**src/design/suks_pkg.sv**
```systemverilog
// Shared types and codes for the sorted unique key set unit.
// Used by the controller, the datapath and the top level; no dependencies.
package suks_pkg;

  // Item operation codes
  localparam logic OP_INSERT = 1'b0;
  localparam logic OP_LOOKUP = 1'b1;

  // Commands from the controller to the datapath
  typedef struct packed {
    logic load_item;   // capture item, lo = 0, hi = count
    logic rd_probe;    // read the middle entry, register mid
    logic take_right;  // lo = mid + 1
    logic take_left;   // hi = mid
    logic shift_init;  // ptr = count
    logic rd_shift;    // read entry ptr - 1
    logic wr_shift;    // write read data to entry ptr, ptr--
    logic wr_key;      // write key to entry lo, count++
    logic set_hit;     // result: found at mid
    logic set_miss;    // result: not found, nothing stored
    logic set_ins;     // result: inserted at lo
    logic set_drop;    // result: refused, store full
    logic out_load;    // move the result into the output register
  } cmd_t;

  // Status from the datapath to the controller
  typedef struct packed {
    logic lo_lt_hi;
    logic hit;
    logic key_gt;
    logic full;
    logic ptr_gt_lo;
    logic op_lookup;
    logic out_free;
  } status_t;

endpackage

```
**src/design/suks_ram.sv**
```systemverilog
// Generic single-port-write, single-port-read RAM with registered read data.
// No dependencies.
module suks_ram #(
  parameter int WIDTH = 31,
  parameter int DEPTH = 64
) (
  input  logic                     clk,
  input  logic                     we,
  input  logic [$clog2(DEPTH)-1:0] waddr,
  input  logic [WIDTH-1:0]         wdata,
  input  logic                     re,
  input  logic [$clog2(DEPTH)-1:0] raddr,
  output logic [WIDTH-1:0]         rdata
);

  logic [WIDTH-1:0] mem [DEPTH];

  // Write and registered read
  always_ff @(posedge clk) begin
    if (we) begin
      mem[waddr] <= wdata;
    end
    if (re) begin
      rdata <= mem[raddr];
    end
  end

endmodule

```
**src/design/suks_dp.sv**
```systemverilog
// Datapath of the key set unit: search bounds, shift pointer, entry count,
// key store RAM and output register. Uses suks_pkg and suks_ram.
module suks_dp #(
  parameter int CAPACITY = 64,
  parameter int KEY_BITS = 31
) (
  input  logic                           clk,
  input  logic                           rst,
  input  suks_pkg::cmd_t                 cmd,
  output suks_pkg::status_t              status,
  input  logic                           op,
  input  logic [KEY_BITS-1:0]            key,
  input  logic                           out_stall,
  output logic                           out_valid,
  output logic                           found,
  output logic [$clog2(CAPACITY)-1:0]    position,
  output logic [$clog2(CAPACITY+1)-1:0]  entries_now,
  output logic                           dropped_full
);

  localparam int AW = $clog2(CAPACITY);
  localparam int CW = $clog2(CAPACITY + 1);

  logic                op_r;
  logic [KEY_BITS-1:0] key_r;
  logic [CW-1:0]       lo;
  logic [CW-1:0]       hi;
  logic [CW-1:0]       ptr;
  logic [CW-1:0]       count;
  logic [AW-1:0]       mid;
  logic [CW:0]         bound_sum;
  logic [AW-1:0]       mid_next;
  logic [CW-1:0]       ptr_dec;
  logic                res_found;
  logic [AW-1:0]       res_pos;
  logic                res_drop;

  logic                ram_we;
  logic [AW-1:0]       ram_waddr;
  logic [KEY_BITS-1:0] ram_wdata;
  logic                ram_re;
  logic [AW-1:0]       ram_raddr;
  logic [KEY_BITS-1:0] ram_rdata;

  // Middle of the open range; always below CAPACITY
  assign bound_sum = {1'b0, lo} + {1'b0, hi};
  assign mid_next  = bound_sum[AW:1];
  assign ptr_dec   = ptr - CW'(1);

  // Key store port muxes
  assign ram_re    = cmd.rd_probe | cmd.rd_shift;
  assign ram_raddr = cmd.rd_shift ? ptr_dec[AW-1:0] : mid_next;
  assign ram_we    = cmd.wr_shift | cmd.wr_key;
  assign ram_waddr = cmd.wr_shift ? ptr[AW-1:0] : lo[AW-1:0];
  assign ram_wdata = cmd.wr_shift ? ram_rdata : key_r;

  suks_ram #(
    .WIDTH (KEY_BITS),
    .DEPTH (CAPACITY)
  ) u_store (
    .clk   (clk),
    .we    (ram_we),
    .waddr (ram_waddr),
    .wdata (ram_wdata),
    .re    (ram_re),
    .raddr (ram_raddr),
    .rdata (ram_rdata)
  );

  // Status back to the controller
  assign status.lo_lt_hi  = lo < hi;
  assign status.hit       = ram_rdata == key_r;
  assign status.key_gt    = key_r > ram_rdata;
  assign status.full      = count == CW'(CAPACITY);
  assign status.ptr_gt_lo = ptr > lo;
  assign status.op_lookup = op_r == suks_pkg::OP_LOOKUP;
  assign status.out_free  = !out_valid || !out_stall;

  // Search state and item capture
  always_ff @(posedge clk) begin
    if (cmd.load_item) begin
      op_r  <= op;
      key_r <= key;
      lo    <= '0;
      hi    <= count;
    end
    if (cmd.rd_probe) begin
      mid <= mid_next;
    end
    if (cmd.take_right) begin
      lo <= CW'(mid) + CW'(1);
    end
    if (cmd.take_left) begin
      hi <= CW'(mid);
    end
    if (cmd.shift_init) begin
      ptr <= count;
    end else if (cmd.wr_shift) begin
      ptr <= ptr_dec;
    end
  end

  // Pending result of the current item
  always_ff @(posedge clk) begin
    if (cmd.set_hit) begin
      res_found <= 1'b1;
      res_pos   <= mid;
      res_drop  <= 1'b0;
    end
    if (cmd.set_ins) begin
      res_found <= 1'b0;
      res_pos   <= lo[AW-1:0];
      res_drop  <= 1'b0;
    end
    if (cmd.set_miss || cmd.set_drop) begin
      res_found <= 1'b0;
      res_pos   <= '0;
      res_drop  <= cmd.set_drop;
    end
  end

  // Entry count
  always_ff @(posedge clk) begin
    if (rst) begin
      count <= '0;
    end else if (cmd.wr_key) begin
      count <= count + CW'(1);
    end
  end

  // Output register: hold while stalled, drop once taken
  always_ff @(posedge clk) begin
    if (rst) begin
      out_valid <= 1'b0;
    end else if (cmd.out_load) begin
      out_valid <= 1'b1;
    end else if (!out_stall) begin
      out_valid <= 1'b0;
    end
  end

  always_ff @(posedge clk) begin
    if (cmd.out_load) begin
      found        <= res_found;
      position     <= res_pos;
      entries_now  <= count;
      dropped_full <= res_drop;
    end
  end

endmodule

```
**src/design/suks_ctrl.sv**
```systemverilog
// Controller of the key set unit: sequences the binary search, the upward
// shift of larger keys and the hand-off of each result. Uses suks_pkg.
module suks_ctrl (
  input  logic              clk,
  input  logic              rst,
  input  logic              in_valid,
  output logic              in_stall,
  input  suks_pkg::status_t status,
  output suks_pkg::cmd_t    cmd
);

  typedef enum logic [2:0] {
    IDLE,
    PROBE,
    CMP,
    SHIFT_RD,
    SHIFT_WR,
    DONE
  } state_t;

  state_t state;
  state_t state_next;

  assign in_stall = state != IDLE;

  // Next state and commands
  always_comb begin
    cmd        = '0;
    state_next = state;
    unique case (state)
      IDLE: begin
        if (in_valid) begin
          cmd.load_item = 1'b1;
          state_next    = PROBE;
        end
      end
      PROBE: begin
        if (status.lo_lt_hi) begin
          cmd.rd_probe = 1'b1;
          state_next   = CMP;
        end else if (status.op_lookup) begin
          cmd.set_miss = 1'b1;
          state_next   = DONE;
        end else if (status.full) begin
          cmd.set_drop = 1'b1;
          state_next   = DONE;
        end else begin
          cmd.shift_init = 1'b1;
          state_next     = SHIFT_RD;
        end
      end
      CMP: begin
        if (status.hit) begin
          cmd.set_hit = 1'b1;
          state_next  = DONE;
        end else if (status.key_gt) begin
          cmd.take_right = 1'b1;
          state_next     = PROBE;
        end else begin
          cmd.take_left = 1'b1;
          state_next    = PROBE;
        end
      end
      SHIFT_RD: begin
        if (status.ptr_gt_lo) begin
          cmd.rd_shift = 1'b1;
          state_next   = SHIFT_WR;
        end else begin
          cmd.wr_key  = 1'b1;
          cmd.set_ins = 1'b1;
          state_next  = DONE;
        end
      end
      SHIFT_WR: begin
        cmd.wr_shift = 1'b1;
        state_next   = SHIFT_RD;
      end
      DONE: begin
        if (status.out_free) begin
          cmd.out_load = 1'b1;
          state_next   = IDLE;
        end
      end
      default: begin
        state_next = IDLE;
      end
    endcase
  end

  // Hold state
  always_ff @(posedge clk) begin
    if (rst) begin
      state <= IDLE;
    end else begin
      state <= state_next;
    end
  end

endmodule

```
**src/design/sorted_unique_key_set_unit.sv**
```systemverilog
// Sorted unique key set: keeps up to CAPACITY distinct keys in ascending
// order in one RAM. Input channel (in_valid/in_stall) carries op and key;
// op insert stores a new key, op lookup only searches. Output channel
// (out_valid/out_stall) returns one item per input item: found, position,
// entries_now and dropped_full.
// Sequence: one item is in work at a time. A binary search does a RAM
// read, then a compare, per probe, up to clog2(CAPACITY)+1 probes. An
// insert of a new key then moves each larger key up one place, with a
// read and then a write per key through the single RAM read and write
// port, and last writes the key.
// The output register parts the channels: the next item is accepted while
// a result still waits; a finished item waits only if the previous result
// is still stalled. Reset empties the set at once (entry count to zero,
// no clearing pass) and drops any pending result.
// Uses suks_pkg, suks_ctrl, suks_dp.
module sorted_unique_key_set_unit #(
  parameter int CAPACITY = 64,
  parameter int KEY_BITS = 31
) (
  input  logic                          clk,
  input  logic                          rst,
  input  logic                          in_valid,
  output logic                          in_stall,
  input  logic                          op,
  input  logic [KEY_BITS-1:0]           key,
  output logic                          out_valid,
  input  logic                          out_stall,
  output logic                          found,
  output logic [$clog2(CAPACITY)-1:0]   position,
  output logic [$clog2(CAPACITY+1)-1:0] entries_now,
  output logic                          dropped_full
);

  suks_pkg::cmd_t    cmd;
  suks_pkg::status_t status;

  suks_ctrl u_ctrl (
    .clk      (clk),
    .rst      (rst),
    .in_valid (in_valid),
    .in_stall (in_stall),
    .status   (status),
    .cmd      (cmd)
  );

  suks_dp #(
    .CAPACITY (CAPACITY),
    .KEY_BITS (KEY_BITS)
  ) u_dp (
    .clk          (clk),
    .rst          (rst),
    .cmd          (cmd),
    .status       (status),
    .op           (op),
    .key          (key),
    .out_stall    (out_stall),
    .out_valid    (out_valid),
    .found        (found),
    .position     (position),
    .entries_now  (entries_now),
    .dropped_full (dropped_full)
  );

endmodule

```
**config.mk**
```make
export PLATFORM = sky130hd
export DESIGN_NAME = sorted_unique_key_set_unit
export DESIGN_NICKNAME = d
export VERILOG_FILES = /design/src/design/suks_pkg.sv /design/src/design/suks_ram.sv /design/src/design/suks_dp.sv /design/src/design/suks_ctrl.sv /design/src/design/sorted_unique_key_set_unit.sv
export SDC_FILE = /design/constraint.sdc
export NUM_CORES = 2
export LEC_CHECK = 0
export ABC_AREA = 1
export BUFFER_PORTS_ARGS = -buffer_cell sky130_fd_sc_hd__buf_2
export CORE_UTILIZATION = 45
export DETAILED_ROUTE_END_ITERATION = 8
export PLACE_DENSITY = 0.72
export SLEW_MARGIN = 25
export SYNTH_ARGS = -nofsm -noshare
export SYNTH_HDL_FRONTEND = slang
export SYNTH_SLANG_ARGS = --single-unit
```
**constraint.sdc**
```tcl
create_clock -name clk -period 5.2 [get_ports clk]
set_input_delay 0.52 -clock clk [delete_from_list [all_inputs] [get_ports clk]]
set_output_delay 0.52 -clock clk [all_outputs]
set_load 0.02 [all_outputs]
```
==> flow_summary.json <==
{
  "status": "finished, final reports clean",
  "numCtsBuffers": 201,
  "drcViolationCount": 0,
  "die_h_um": 456,
  "synthTopCellsByArea": "edfxtp_1 (68%), nand3_1 (10%), nand2_1 (8.3%)",
  "hold_start": "out_stall",
  "p_per_area_mw_per_mm2": 630,
  "h-tree-depth": 4,
  "die_area_mm2": 0.208,
  "setup_viol_count_final": 0,
  "ir_worst_vdd_v": 0.000993,
  "fillers": 17170,
  "fin_setup_tns_ns": 0,
  "start_util_pct": 45.3,
  "firstDrtPassIters": 8,
  "synthCells": 8875,
  "grt_max_degree": 156,
  "ys_types": 37,
  "ys_seq_area_share_pct": 68.0,
  "drt_iter0_markers": 8521,
  "rows": 166,
  "drive_gt1_share_pct": 7.43,
  "insertion_delay_ns": 0.87,
  "nets": 9013,
  "worst_ep_required_time_ns": 5.77,
  "netlist_area_mm2": 0.0928,
  "grt_antenna_before_repair": 4,
  "grt_pass1_wl_um": 381000,
  "gp_congestion": 0.913,
  "core-area_mm2": 0.205,
  "fmax_ghz": 0.236,
  "vias": 64305,
  "rsz0062_at_grt": "false",
  "worst_pin_slew_ns": 1.13,
  "r2r-start": "u_dp.lo[5]",
  "worst-setup-path-type": "flip-flop to flip-flop",
  "clk_pin_slew_ns": 0.06,
  "cts_sinks": 2108,
  "grt_pass1_vias": 61678,
  "hp-class": "input port to flip-flop",
  "register_area_mm2": 0.0631,
  "postSynthAreaPerCell_um2": 10.5,
  "placement.cell_area_mm2": 0.0974,
  "finClkSkew_ns": 0.0603,
  "synth_async_sr_flop_share_pct": 0,
  "synth-edff-count": 2089,
  "crit_path_end_kind": "flip-flop",
  "slew_headroom_pct": 24.9,
  "critical_path.max_fanout": 142,
  "wire_per_inst_um": 21.9,
  "hpwl_um": 146000,
  "synth_top_area_share_pct": 67.6,
  "clk_path_buf_depth": 3,
  "p_leak_nw": 43.3,
  "portBuffers": 52,
  "wl_um": 258000,
  "viasPerCell": 5.46,
  "area_delta_synth_final_pct": 12.1,
  "hold_violations": 0,
  "ant_nets": 0,
  "min_period_ns": 4.24,
  "grt_remaining_overflow": 0,
  "start_kind": "flip-flop",
  "multi_input_area_mm2": 0.0216,
  "syn_nets": 8965,
  "synth_seq_cells": 2108,
  "startpoint": "u_dp.lo[5]",
  "synth_commonest_cells": "edfxtp_1 (2089), nand2_1 (2063), nand3_1 (1933)",
  "final_max_slew_viol_count": 0,
  "root_buffer": "clkbuf_16",
  "final_area_mm2": 0.104,
  "ctsResizeCount": 0,
  "synthFlopType": "edfxtp_1",
  "grt_usage_pct": 24.3,
  "die_x_um": 456,
  "io-pin-count": 53,
  "period_share_pct": 81.5,
  "cp.arrival_ns": 4.81,
  "cap_violations": 0,
  "cts_tree": "done",
  "yosysTopAreaCell": "edfxtp_1",
  "synth-warning-count": 0,
  "yosysMostFrequentCell": "edfxtp_1"
}
## timing repair
action / 4_1_cts / 5_1_grt
hold endpoints to repair: 35 / 0
setup buffers: 0 / 0
hold buffers: 33 / 0
setup endpoints to repair: 0 / 0
## power breakdown
group | leakage (nW) | switching (mW) | internal [mW]
clock network | 3.06 | 6.44 | 7.69
logic | 21.2 | 22.8 | 8.19
registers | 19.0 | 0.209 | 20.3
## final cells by class
class                           count  share of cell area [%]
Antenna cell                        1                 0.00240
Clock buffer                      250                    5.04
Clock inverter                    118                   0.995
Inverter                         1822                    6.58
Multi-Input combinational cell   4484                    20.8
Sequential cell                  2108                    60.6
Tap cell                         2688                    3.23
Timing Repair Buffer              306                    2.72
## sequential cells by signal (all words and copies together), names as in the netlist
name and count:
u_dp.lo 7, u_dp.count 7, u_dp.position 6, u_dp.res_found 1, u_dp.op_r 1, u_dp.entries_now 7, u_dp.dropped_full 1, u_dp.found 1
u_dp.out_valid 1, u_dp.hi 7, u_dp.res_drop 1, u_dp.u_store.rdata 31, u_dp.res_pos 6, u_ctrl.state 3, u_dp.key_r 31, u_dp.u_store.mem 1984
u_dp.ptr 7, u_dp.mid 6
## cells by family after synthesis
logic type,synth area share (%)
AND/OR/NAND/NOR,20.7
buffers and inverters,9.71
flip-flops,68.0
AO/OA/AOI/OAI,0.751
adder cells (fa/ha/maj),0.736
XOR/XNOR,0.104
## per-stage QoR
step	utilization (%)	hold slack (ns)	instances	power, mW	setup slack (ns)
after detailed placement	47.6	0.409	11373	50.8	1.11
final	50.8	0.0508	11777	65.6	0.964
after floorplan	-	0.400	8875	39.8	0.756
after global placement	47.6	0.404	11373	50.3	1.17
after global routing	50.8	0.0491	11776	68.4	0.740
after CTS	50.8	0.0105	11774	64.9	1.06
## per-layer routing
layer / part of all wire (%) / wire [um] / global-route usage [%] / up-vias
li1: - / - / - / 29174
met1: 37 / 95200 / 31.1 / 30665
met2: 47 / 122000 / 39.9 / 3781
met3: 11 / 27500 / 4.37 / 681
met4: 5.1 / 13100 / 12.0 / 4
met5: 0.019 / 50 / 0 / -
## critical path: stages (launching register included)
cell	delay [ns]
edfxtp_1	0.42
inv_1	0.09
ha_1	0.28
nand2_1	0.07
nor2_2	0.17
nand2_1	0.08
nand2_2	0.13
nand4_1	0.24
nand2_4	0.59
buf_12	0.48
nand2_1	0.11
nand3_1	0.12
nand3_1	0.09
nand3_1	0.15
nand3_1	0.30
nand3_1	0.28
nand2_1	0.06
## cell usage in the layout (no fill, tap or decap), types with 47 or more instances in the layout
| cell type | count |
|---|---|
| buf_4 | 176 |
| nand2_1 | 2059 |
| inv_1 | 1816 |
| nand3b_1 | 155 |
| edfxtp_1 | 2089 |
| clkbuf_16 | 202 |
| buf_2 | 52 |
| nand3_1 | 1933 |
| nor2_4 | 64 |
| clkbuf_1 | 47 |
| ha_1 | 53 |
## worst paths after layout
| path | endpoint | slack (ns) | depth (start not counted) |
|---|---|---|---|
| setup / recovery | u_dp.u_store.rdata[23] | 0.96 | 16 |
| hold / removal | u_dp.out_valid | 0.05 | 3 |
| setup reg to reg | u_dp.u_store.rdata[23] | 0.96 | 16 |
| hold reg to reg | u_dp.dropped_full | 0.42 | 0 |
Power figures use the tool's default switching activity.
